File: config.mk
export PLATFORM = sky130hd
export DESIGN_NAME = led_position_indicator_frame_generator
export DESIGN_NICKNAME = d
export VERILOG_FILES = /design/src/hw/rtl/lpi_pkg.sv /design/src/hw/rtl/led_position_indicator_frame_generator.sv /design/src/hw/rtl/lpi_front.sv /design/src/hw/rtl/lpi_queue.sv /design/src/hw/rtl/lpi_back.sv
export SDC_FILE = /design/constraint.sdc
export NUM_CORES = 1
export LEC_CHECK = 0
export CORE_ASPECT_RATIO = 0.7
export CORE_MARGIN = 2
export CORE_UTILIZATION = 30
export DETAILED_ROUTE_END_ITERATION = 10
export DONT_BUFFER_PORTS = 1
export PLACE_DENSITY = 0.48
export RECOVER_POWER = 25
export REMOVE_ABC_BUFFERS = 1
export SYNTH_ARGS = -nofsm -noshare
export SYNTH_HDL_FRONTEND = slang
export SYNTH_HIERARCHICAL = 1
export SYNTH_SLANG_ARGS = --single-unit
File: constraint.sdc
create_clock -name clk -period 7.3 [get_ports clk]
set_clock_uncertainty 0.15 [all_clocks]
set_input_delay 1.46 -clock clk [delete_from_list [all_inputs] [get_ports clk]]
set_output_delay 1.46 -clock clk [all_outputs]
set_load 0.02 [all_outputs]
File: src/hw/rtl/lpi_pkg.sv
// Shared types, constants and register codes for the LED position indicator.
package lpi_pkg;

	localparam int NUM_LEDS_DEF = 59;
	localparam int LED_IDX_W    = 6;
	localparam int HEIGHT_W     = 12;
	localparam int GAIN_W       = 16;
	localparam int OFFSET_W     = 20;
	localparam int BRIGHT_W     = 5;
	localparam int CFG_IDX_W    = 2;
	localparam int CFG_DATA_W   = 20;
	localparam int PROD_W       = GAIN_W + HEIGHT_W;
	localparam int RAW_IDX_W    = PROD_W - 16;

	localparam logic [GAIN_W-1:0]   GAIN_RST   = 16'd4463;
	localparam logic [OFFSET_W-1:0] OFFSET_RST = 20'd359641;
	localparam logic [BRIGHT_W-1:0] BRIGHT_RST = 5'd5;

	localparam logic [2:0] LED_HDR    = 3'b111;
	localparam logic [7:0] GRAY_LEVEL = 8'h44;
	localparam logic [7:0] FULL_LEVEL = 8'hFF;
	localparam logic [7:0] OFF_LEVEL  = 8'h00;

	typedef enum logic [CFG_IDX_W-1:0] {
		REG_INDEX_GAIN   = 2'd0,
		REG_INDEX_OFFSET = 2'd1,
		REG_BRIGHTNESS   = 2'd2
	} cfg_reg_t;

	typedef struct packed {
		logic [HEIGHT_W-1:0] sensor_height;
		logic [HEIGHT_W-1:0] setpoint_height;
	} in_t;

	typedef struct packed {
		logic [31:0] frame_word;
		logic        last_word;
	} out_t;

	// One classified refresh handed from the front to the back.
	typedef struct packed {
		logic [LED_IDX_W-1:0] pos;
		logic [RAW_IDX_W-1:0] tgt;
		logic                 on_target;
	} cmd_t;

	// Queue handshake between front, queue and back.
	typedef struct packed {
		logic full;
		logic empty;
	} q_status_t;

endpackage

File: src/hw/rtl/led_position_indicator_frame_generator.sv
// Top level of the LED position indicator frame generator for an APA102 strip.
//
// Each input beat carries a measured and a setpoint height; the block maps
// both to LED indices as (gain*h - offset) >> 16 in Q16, clamping negative
// results to zero and capping the position at NUM_LEDS, updates a sticky
// on-target flag, and then emits one full strip refresh: a zero start frame,
// NUM_LEDS LED words and an all-ones end frame marked by last_word. A refresh
// occupies the output for its NUM_LEDS + 2 words plus a gap in which the back
// end picks up the next command, so the word walker in the back end sets the
// rate at which height beats are taken. The front end takes a beat every cycle
// unless its stage register and the command queue are both full, registers the
// products before pushing the command and, thanks to a two-entry command
// queue, can take up to three beats ahead of the refresh currently being
// sent. Configuration registers (gain, offset, brightness) should only be
// written while the block is idle; brightness is applied as the words are
// emitted.
module led_position_indicator_frame_generator #(
	parameter int NUM_LEDS = lpi_pkg::NUM_LEDS_DEF
) (
	input  logic                             clk,
	input  logic                             arst_n,
	input  logic                             in_valid,
	output logic                             in_stall,
	input  lpi_pkg::in_t                     in_data,
	output logic                             out_valid,
	input  logic                             out_stall,
	output lpi_pkg::out_t                    out_data,
	input  logic                             cfg_we,
	input  logic [lpi_pkg::CFG_IDX_W-1:0]    cfg_index,
	input  logic [lpi_pkg::CFG_DATA_W-1:0]   cfg_data
);
	import lpi_pkg::*;

	logic [GAIN_W-1:0]   index_gain_q;
	logic [OFFSET_W-1:0] index_offset_q;
	logic [BRIGHT_W-1:0] brightness_q;

	q_status_t q_status;
	cmd_t      push_cmd;
	cmd_t      pop_cmd;
	logic      push;
	logic      pop;

	// Configuration registers; writes to unused indices are ignored.
	always_ff @(posedge clk or negedge arst_n) begin
		if (!arst_n) begin
			index_gain_q   <= GAIN_RST;
			index_offset_q <= OFFSET_RST;
			brightness_q   <= BRIGHT_RST;
		end else if (cfg_we) begin
			case (cfg_index)
				REG_INDEX_GAIN:   index_gain_q   <= cfg_data[GAIN_W-1:0];
				REG_INDEX_OFFSET: index_offset_q <= cfg_data[OFFSET_W-1:0];
				REG_BRIGHTNESS:   brightness_q   <= cfg_data[BRIGHT_W-1:0];
				default: ;
			endcase
		end
	end

	// The front end classifies each height beat into a refresh command.
	lpi_front #(
		.NUM_LEDS(NUM_LEDS)
	) u_front (
		.clk          (clk),
		.arst_n       (arst_n),
		.in_valid     (in_valid),
		.in_stall     (in_stall),
		.in_data      (in_data),
		.index_gain   (index_gain_q),
		.index_offset (index_offset_q),
		.q_status     (q_status),
		.push         (push),
		.cmd          (push_cmd)
	);

	// Commands wait here while the back end is busy with a refresh.
	lpi_queue u_queue (
		.clk      (clk),
		.arst_n   (arst_n),
		.push     (push),
		.push_cmd (push_cmd),
		.pop      (pop),
		.pop_cmd  (pop_cmd),
		.q_status (q_status)
	);

	// The back end turns commands into strip words, one per cycle unless stalled.
	lpi_back #(
		.NUM_LEDS(NUM_LEDS)
	) u_back (
		.clk        (clk),
		.arst_n     (arst_n),
		.q_status   (q_status),
		.pop_cmd    (pop_cmd),
		.pop        (pop),
		.brightness (brightness_q),
		.out_valid  (out_valid),
		.out_stall  (out_stall),
		.out_data   (out_data)
	);

endmodule

File: src/hw/rtl/lpi_front.sv
// Front part: accepts height beats, maps them to LED indices and updates the flag.
module lpi_front #(
	parameter int NUM_LEDS = lpi_pkg::NUM_LEDS_DEF
) (
	input  logic                           clk,
	input  logic                           arst_n,
	input  logic                           in_valid,
	output logic                           in_stall,
	input  lpi_pkg::in_t                   in_data,
	input  logic [lpi_pkg::GAIN_W-1:0]     index_gain,
	input  logic [lpi_pkg::OFFSET_W-1:0]   index_offset,
	input  lpi_pkg::q_status_t             q_status,
	output logic                           push,
	output lpi_pkg::cmd_t                  cmd
);
	import lpi_pkg::*;

	logic              valid_s1;
	logic [PROD_W-1:0] pos_prod_s1;
	logic [PROD_W-1:0] tgt_prod_s1;
	logic              on_target_q;
	logic              accept;
	logic              advance;
	logic [PROD_W:0]   pos_diff;
	logic [PROD_W:0]   tgt_diff;
	logic [RAW_IDX_W-1:0] pos_raw;
	logic [RAW_IDX_W-1:0] tgt_raw;
	logic [LED_IDX_W-1:0] pos_idx;
	logic [RAW_IDX_W:0]   pos_w;
	logic [RAW_IDX_W:0]   tgt_w;
	logic                 equal;
	logic                 near;
	logic                 flag_next;

	assign advance  = !valid_s1 || !q_status.full;
	assign in_stall = !advance;
	assign accept   = in_valid && advance;
	assign push     = valid_s1 && !q_status.full;

	always_ff @(posedge clk or negedge arst_n) begin
		if (!arst_n) begin
			valid_s1 <= 1'b0;
		end else if (advance) begin
			valid_s1 <= accept;
		end
	end

	always_ff @(posedge clk) begin
		if (accept) begin
			pos_prod_s1 <= index_gain * in_data.sensor_height;
			tgt_prod_s1 <= index_gain * in_data.setpoint_height;
		end
	end

	// A negative difference clamps to index zero; otherwise the Q16 fraction is dropped.
	always_comb begin
		pos_diff = {1'b0, pos_prod_s1} - (PROD_W+1)'(index_offset);
		tgt_diff = {1'b0, tgt_prod_s1} - (PROD_W+1)'(index_offset);
		pos_raw  = pos_diff[PROD_W] ? '0 : pos_diff[PROD_W-1:16];
		tgt_raw  = tgt_diff[PROD_W] ? '0 : tgt_diff[PROD_W-1:16];
		if (pos_raw > RAW_IDX_W'(NUM_LEDS)) begin
			pos_idx = LED_IDX_W'(NUM_LEDS);
		end else begin
			pos_idx = pos_raw[LED_IDX_W-1:0];
		end
		pos_w     = (RAW_IDX_W+1)'(pos_idx);
		tgt_w     = {1'b0, tgt_raw};
		equal     = (pos_w == tgt_w);
		near      = equal || (pos_w + 1'b1 == tgt_w) || (tgt_w + 1'b1 == pos_w);
		flag_next = equal || (on_target_q && near);
	end

	always_ff @(posedge clk or negedge arst_n) begin
		if (!arst_n) begin
			on_target_q <= 1'b0;
		end else if (push) begin
			on_target_q <= flag_next;
		end
	end

	assign cmd.pos       = pos_idx;
	assign cmd.tgt       = tgt_raw;
	assign cmd.on_target = flag_next;

endmodule

File: src/hw/rtl/lpi_queue.sv
// Two-entry queue of classified refresh commands between front and back.
module lpi_queue (
	input  logic                clk,
	input  logic                arst_n,
	input  logic                push,
	input  lpi_pkg::cmd_t       push_cmd,
	input  logic                pop,
	output lpi_pkg::cmd_t       pop_cmd,
	output lpi_pkg::q_status_t  q_status
);
	import lpi_pkg::*;

	localparam int DEPTH = 2;

	cmd_t       entry_q [DEPTH];
	logic       wr_ptr_q;
	logic       rd_ptr_q;
	logic [1:0] count_q;

	always_ff @(posedge clk or negedge arst_n) begin
		if (!arst_n) begin
			wr_ptr_q <= 1'b0;
			rd_ptr_q <= 1'b0;
			count_q  <= 2'd0;
		end else begin
			if (push) begin
				wr_ptr_q <= !wr_ptr_q;
			end
			if (pop) begin
				rd_ptr_q <= !rd_ptr_q;
			end
			if (push && !pop) begin
				count_q <= count_q + 2'd1;
			end else if (pop && !push) begin
				count_q <= count_q - 2'd1;
			end
		end
	end

	always_ff @(posedge clk) begin
		if (push) begin
			entry_q[wr_ptr_q] <= push_cmd;
		end
	end

	assign pop_cmd        = entry_q[rd_ptr_q];
	assign q_status.full  = (count_q == 2'(DEPTH));
	assign q_status.empty = (count_q == 2'd0);

endmodule

File: src/hw/rtl/lpi_back.sv
// Back part: walks one refresh and emits its strip words through an output register.
module lpi_back #(
	parameter int NUM_LEDS = lpi_pkg::NUM_LEDS_DEF
) (
	input  logic                           clk,
	input  logic                           arst_n,
	input  lpi_pkg::q_status_t             q_status,
	input  lpi_pkg::cmd_t                  pop_cmd,
	output logic                           pop,
	input  logic [lpi_pkg::BRIGHT_W-1:0]   brightness,
	output logic                           out_valid,
	input  logic                           out_stall,
	output lpi_pkg::out_t                  out_data
);
	import lpi_pkg::*;

	localparam logic [LED_IDX_W-1:0] LAST_CNT = LED_IDX_W'(NUM_LEDS + 1);

	logic                 active_q;
	logic [LED_IDX_W-1:0] cnt_q;
	cmd_t                 cmd_q;
	logic                 out_valid_q;
	out_t                 out_q;
	logic                 room;
	logic [LED_IDX_W-1:0] led;
	logic [7:0]           hdr;
	out_t                 word;

	assign room = !out_valid_q || !out_stall;
	assign pop  = room && !active_q && !q_status.empty;

	always_comb begin
		led = cnt_q - 1'b1;
		hdr = {LED_HDR, brightness};
		word.last_word = 1'b0;
		if (cnt_q == '0) begin
			word.frame_word = '0;
		end else if (cnt_q == LAST_CNT) begin
			word.frame_word = '1;
			word.last_word  = 1'b1;
		end else if (cmd_q.on_target) begin
			word.frame_word = {hdr, OFF_LEVEL, FULL_LEVEL, OFF_LEVEL};
		end else if (led == cmd_q.pos) begin
			word.frame_word = {hdr, GRAY_LEVEL, GRAY_LEVEL, GRAY_LEVEL};
		end else if (RAW_IDX_W'(led) == cmd_q.tgt) begin
			word.frame_word = {hdr, OFF_LEVEL, OFF_LEVEL, FULL_LEVEL};
		end else begin
			word.frame_word = {hdr, OFF_LEVEL, OFF_LEVEL, OFF_LEVEL};
		end
	end

	always_ff @(posedge clk or negedge arst_n) begin
		if (!arst_n) begin
			active_q    <= 1'b0;
			cnt_q       <= '0;
			out_valid_q <= 1'b0;
		end else if (room) begin
			out_valid_q <= active_q;
			if (active_q) begin
				cnt_q <= cnt_q + 1'b1;
				if (cnt_q == LAST_CNT) begin
					active_q <= 1'b0;
				end
			end else if (pop) begin
				active_q <= 1'b1;
				cnt_q    <= '0;
			end
		end
	end

	always_ff @(posedge clk) begin
		if (pop) begin
			cmd_q <= pop_cmd;
		end
		if (room && active_q) begin
			out_q <= word;
		end
	end

	assign out_valid = out_valid_q;
	assign out_data  = out_q;

endmodule
==> flow_metrics.tcl, run 1 <==
set metrics [dict create \
    path_common_cell "fa_1" \
    syn2layout_area_growth_pct 6.62 \
    hpwlAfterDp_mm 43.7 \
    post_cts_resized 0 \
    ant_nets 0 \
    outcome "finished, violations left" \
    min_path_type "flop to flop" \
    synth.avg_cell_area_um2 9.99 \
    dpl_cell_area_um2 21800 \
    path_buf_inv 4 \
    ys.flop_type "edfxtp_1" \
    fin_crit_sh 0.926 \
    synth-seq-cells 180 \
    grt_max_degree 57 \
    clock_sinks 180 \
    synth_cells 2092 \
    rsz0062_at_grt "false" \
    worst-setup-path-type "flop to flop" \
    insertion_delay_ns 0.46 \
    routed_wl_mm 54.6 \
    syn-cell-area_um2 20900 \
    slew_headroom -0.0718 \
    hold_viol_final 0 \
    drt_iter0_markers 970 \
    synthDistinctLibCells 86 \
    post_cts_buffers 0 \
    die_h_um 225 \
    synth_edf_count 125 \
    row_count 80 \
    drtPass1Iterations 5 \
    violations "capacitance limit, slew limit" \
    vias_per_cell 4.82 \
    critPathLaunchType "flop" \
    worstPathRequired_ns 7.35 \
    layout_commonest_cell "inv_1" \
    nets 2553 \
    antenna_found_initial 10 \
    worst_pin_slew_ns 1.61 \
    yosysSeqAreaShare 0.247 \
    drive_above_1_share 0.0661 \
    numPortBuffers 0 \
    cts_tree "yes" \
    critPathCaptureType "flop" \
    crit_chain "nand2_1, fa_1, fa_1, inv_1, fa_1, inv_1, fa_1, inv_1, fa_1, ha_1, and2_1, o21ai_0, o21ai_1, o41ai_1, buf_4, o21ai_1, a221oi_1, o21ai_1, a21o_1, a21oi_1, xnor2_1" \
    tns_ns 0 \
    post-synth-top-area-fraction 0.268 \
    die-area_um2 71900 \
    avgRoutedWirePerCell_um 18.4 \
    vias 14284 \
    arrival_ns 6.82 \
    cts_root_buf "clkbuf_16" \
    async_flop_share 0.306 \
    layout_min_cycle_time_ns 6.76 \
    cts_made_buffers 17 \
    max_freq_mhz 148 \
    die_w_um 320 \
    finalMaxSlewViolations 21 \
    first_global_vias 14930 \
    fin_area_um2 22300 \
    netlist_top_cells_area "fa_1 27%, edfxtp_1 18%, ha_1 11%, inv_1 6.2%, nand2_1 5.9%" \
    grt_overflow 0 \
    yosys_warnings 6 \
    clk_pin_slew_ns 0.08 \
    cts_max_level 4 \
    drc 0 \
    setup_slack_ns 0.538 \
    setup-violations-final 0 \
    routabilityCongestion 0.862 \
    worstPathMaxFanout 25 \
    grt_usage 0.158 \
    coreArea_um2 68600 \
    layout_common_cells "344 x inv_1, 326 x nand2_1, 280 x fa_1" \
    ioPinCount 86 \
    clock_path_buffers 2 \
    cts_hold_buf 0 \
    grt_pass1_wl_mm 87.3 \
    drv_cap 1 \
    cpPeakStageDelay_ns 0.97 \
    critical_path.top_delay_family "adder cells" \
    slowest_stage "dfstp_2" \
    floorplan.initialDensity 0.305 \
    dp_slack_ns 0.241 \
    synth_top_cell_by_area "fa_1" \
]
-- synthesized netlist by cell type, types with 4 or more instances --
cell and count:
a211o_1 5, a211oi_1 8, a21o_1 20, a21oi_1 47, a31oi_1 8, and2_1 126
and3_1 12, buf_2 5, buf_4 22, buf_6 4, clkbuf_1 58, dfrtp_1 33
dfstp_2 22, edfxtp_1 125, fa_1 280, ha_1 176, inv_1 344, mux2_2 41
mux2_4 19, mux2i_1 4, nand2_1 326, nand2b_1 14, nand3_1 26, nand3b_1 4
nand4_1 11, nor2_1 74, nor2b_1 8, nor3_1 19, nor4_1 5, o211ai_1 5
o21a_1 12, o21ai_0 38, o21ai_1 12, o21bai_1 11, o22ai_1 4, o31ai_1 6
o41ai_1 4, or3_1 8, or4_1 6, xnor2_1 47, xor2_1 24
-- through the flow --
stage | utilization | std cells | hold WS [ns]
2_1_floorplan | - | 2002 | 0.305
3_3_place_gp | 0.317 | 2929 | 0.320
3_5_place_dp | 0.317 | 2929 | 0.336
4_1_cts | 0.326 | 2961 | 0.348
5_1_grt | 0.325 | 2961 | 0.373
6_report | 0.325 | 2964 | 0.350
-- state kept, by name, summed over array words and instances, names as in the netlist, 2 cells and up --
signal / count
brightness_q: 5
u_back/cnt_q: 6
index_gain_q: 16
index_offset_q: 20
u_queue/count_q: 2
u_queue/entry_q: 38
u_back/cmd_q: 19
u_front/tgt_prod_s1: 28
u_back/out_data: 12
u_front/pos_prod_s1: 28
-- layout make-up --
cell class	instances	area, um^2
Inverter	345	1290
Clock inverter	15	179
Tap cell	902	1130
Timing Repair Buffer	25	176
Sequential cell	180	5160
Antenna cell	3	7.51
Clock buffer	17	425
Multi-Input combinational cell	1477	13900
Fill cell	6975	46300
-- worst register-to-register path: cells and delay by family (launching register included) --
| family | cells | cell delay (ns) |
|---|---|---|
| AOI/OAI and AO/OA | 8 | 1.73 |
| adders and majority gates | 6 | 2.81 |
| xor gates and xnor gates | 1 | 0.11 |
| buffers and inverters | 4 | 0.35 |
| and+or+nand+nor | 2 | 0.38 |
| DFF | 1 | 0.97 |
-- layer usage --
layer	GRT usage	vias to the layer above	routed length [um]
li1	-	6642	-
met1	0.244	7223	28400
met2	0.229	373	22200
met3	0.0348	36	3660
met4	0.0195	10	338
met5	0	-	69
-- worst paths after layout --
kind / startpoint / end / slack (ns) / cells after the start
min in group asynchronous: arst_n / u_queue/wr_ptr_q / 0.54 / 0
max reg2reg: index_gain_q[5] / u_front/pos_prod_s1[25] / 0.54 / 21
max: index_gain_q[5] / u_front/pos_prod_s1[25] / 0.54 / 21
min: u_queue/wr_ptr_q / u_queue/wr_ptr_q / 0.35 / 1
max in group asynchronous: arst_n / index_offset_q[18] / 6.23 / 0
min reg2reg: u_queue/wr_ptr_q / u_queue/wr_ptr_q / 0.35 / 1
-- logic make-up (layout without fill, tap and decap cells) --
logic type               count (synthesis)  after routing  share of synthesized area
adder cells (fa/ha/maj)                456            456                      0.373
XOR/XNOR                                74             74                     0.0327
other                                    0              3                          0
AND/OR/NAND/NOR                        658            658                      0.151
flip-flops                             180            180                      0.247
multiplexers                            64             64                     0.0376
buffers and inverters                  435            402                     0.0843
AO/OA/AOI/OAI                          225            225                     0.0747
Power of run 1 is left out: the tool's default activity adds up to more than one toggle a clock period on the data nets, which glitch-free logic cannot reach.
==> inputs of run 2 (changes only) <==
SYNTH_HIERARCHICAL = not set   (was 1)
==> run 2 against run 1 <==
Compared with the run above: the run now ends clean; sequential share of layout area fell by 0.11 points; critical path depth rose by 1; routed wire length grew 0.33%; non-clock buffer count rose by 4; worst hold slack gained 0.012 ns; cell area up 0.50%; cell count rose by 0.44%; register-to-register slack worse by 0.05 ns; via count grew 0.74%; count of clock-buffer cells in the layout increased by 2; global-route usage is 0.18 points higher; critical endpoint is now u_front.tgt_prod_s1[24].
==> flow_metrics.tcl, run 2 <==
set metrics [dict create \
    outcome "complete, no violations" \
    largest_reg_flops 38 \
    regMostFlops "u_queue.entry_q" \
    fin_crit_sh 0.933 \
    grt_usage 0.160 \
    layout_min_cycle_time_ns 6.81 \
    min_path_type "flop to flop" \
    critPathLaunchType "flop" \
    hold_viol_final 0 \
    cts_tree "yes" \
    crit_chain "buf_4, nand2_1, fa_1, inv_1, ha_1, ha_1, inv_1, fa_1, fa_1, inv_1, ha_1, o21ai_0, a21boi_0, o21ai_0, a21boi_0, o21ai_0, a21boi_0, o21ai_0, a211oi_1, o31ai_1, or4b_2, o311ai_0" \
    final_util 0.327 \
    syn2layout_area_growth_pct 7.51 \
    vias_per_cell 4.83 \
    ioPinCount 86 \
    clock_path_buffers 2 \
    post_cts_buffers 0 \
    floorplan.initialDensity 0.304 \
    cts_max_level 4 \
    synthDistinctLibCells 79 \
    syn-cell-area_um2 20800 \
    worst-setup-path-type "flop to flop" \
    routabilityCongestion 0.839 \
    layout_commonest_cell "inv_1" \
    max_freq_mhz 147 \
    clock_sinks 180 \
    final-seq-area_um2 5160 \
    path_common_cell "o21ai_0" \
    drt_iter0_markers 1126 \
    netlist_top_cells_area "fa_1 27%, edfxtp_1 18%, ha_1 11%, inv_1 6.1%, nand2_1 5.5%" \
    layout_common_cells "340 x inv_1, 304 x nand2_1, 280 x fa_1" \
    cts_root_buf "clkbuf_16" \
    async_flop_share 0.306 \
    coreArea_um2 68500 \
    dp.cells 2945 \
    final_cells 2977 \
    rsz0062_at_grt "false" \
    grt_overflow 0 \
    worstPathMaxFanout 15 \
    routed_wl_mm 54.8 \
    arrival_ns 6.90 \
    finalMaxSlewViolations 0 \
    drc 0 \
    die_w_um 319 \
    clk_pin_slew_ns 0.07 \
    hpwlAfterDp_mm 44.3 \
    cts_hold_buf 0 \
    setup_slack_ns 0.486 \
    worstPathRequired_ns 7.38 \
    tns_ns 0 \
    post_cts_resized 0 \
    vias 14390 \
    synth_edf_count 125 \
    ys.flop_type "edfxtp_1" \
    multi_input_area_um2 14000 \
    worst_pin_slew_ns 1.27 \
    slowest_stage "dfstp_2" \
    numPortBuffers 0 \
    cpPeakStageDelay_ns 0.92 \
    first_global_vias 15068 \
    nets 2568 \
    synth-seq-cells 180 \
    ant_nets 0 \
    die_h_um 225 \
    dp_slack_ns 0.0881 \
    grt_max_degree 57 \
    num_antenna_cells 0 \
    yosysSeqAreaShare 0.248 \
    synthTopCellsByCount "340 x inv_1, 304 x nand2_1, 280 x fa_1" \
    fillers 7097 \
    critPathCaptureType "flop" \
    antenna_found_initial 6 \
    avgRoutedWirePerCell_um 18.4 \
    yosys_warnings 0 \
    setup-violations-final 0 \
    drive_above_1_share 0.0814 \
    synth.avg_cell_area_um2 9.90 \
    die-area_um2 71600 \
    slew_headroom 0.150 \
    reg_top3 "u_queue.entry_q (38), u_front.pos_prod_s1 (28), u_front.tgt_prod_s1 (28)" \
    drv_cap 0 \
    drtPass1Iterations 5 \
    post-synth-top-area-fraction 0.269 \
    insertion_delay_ns 0.45 \
    grt_pass1_wl_mm 88.8 \
    row_count 80 \
    cts_made_buffers 17 \
    synth_top_cell_by_area "fa_1" \
    synth_cells 2105 \
    yosysMostFrequentCell "inv_1" \
]
-- run 2: cell types whose count changed after synthesis, moves of 6 or more --
cell / change
a21boi_0: +6
a21o_1: -6
a21oi_1: +7
clkbuf_1: +11
mux2_2: +19
mux2_4: -19
nand2_1: -22
nor2_1: +16
nor3_1: +11
o21ai_1: -6
or2_2: +7
xor2_1: +7
-- run 2: layout make-up --
class / count / share of cell area
clock buffers: 19 / 0.0198
repair buffers: 29 / 0.00994
flip-flops and latches: 180 / 0.230
inverters: 341 / 0.0571
clock inverters: 13 / 0.00815
well taps: 902 / 0.0504
multi-input cells: 1493 / 0.624
-- run 2: cell families after synthesis --
kind of cell | Yosys count | synth area share
AO/OA/AOI/OAI | 221 | 0.0743
XOR/XNOR | 79 | 0.0332
adder cells (fa/ha/maj) | 455 | 0.374
buffers and inverters | 432 | 0.0816
flip-flops | 180 | 0.248
multiplexers | 62 | 0.0334
AND/OR/NAND/NOR | 676 | 0.156
-- run 2: worst paths after layout --
path	from	slack, ns	depth (start not counted)	endpoint
worst max-delay path	index_gain_q[3]	0.49	22	u_front.tgt_prod_s1[24]
worst min-delay path	index_offset_q[9]	0.36	1	index_offset_q[9]
worst max register to register	index_gain_q[3]	0.49	22	u_front.tgt_prod_s1[24]
worst min register to register	index_offset_q[9]	0.36	1	index_offset_q[9]
max in group asynchronous	arst_n	6.24	0	index_offset_q[18]
min in group asynchronous	arst_n	0.55	0	u_front.on_target_q
-- run 2: worst max-delay path: cells and delay by family, from the launching register on --
kind                     cells  cell delay (ns)
adder cells (fa/ha/maj)      6             2.30
AND/OR/NAND/NOR              2             0.70
flip-flops                   1             0.92
buffers and inverters        4             0.44
AO/OA/AOI/OAI               10             2.07
-- run 2: metrics by stage --
| step | area (um^2) | hold slack (ns) |
|---|---|---|
| final | 22400 | 0.362 |
| after global routing | 22400 | 0.381 |
| after CTS | 22400 | 0.363 |
| after detailed placement | 21800 | 0.344 |
| after global placement | 21800 | 0.328 |
| after floorplan | 20400 | 0.306 |
-- run 2: layer usage --
metal / GRT usage / routed length (um) / up-vias
li1: - / - / 6700
met1: 0.252 / 29300 / 7282
met2: 0.225 / 21600 / 371
met3: 0.0380 / 3680 / 27
met4: 0.0164 / 209 / 10
met5: 0 / 78 / -
Power of run 2 is left out for the same reason.
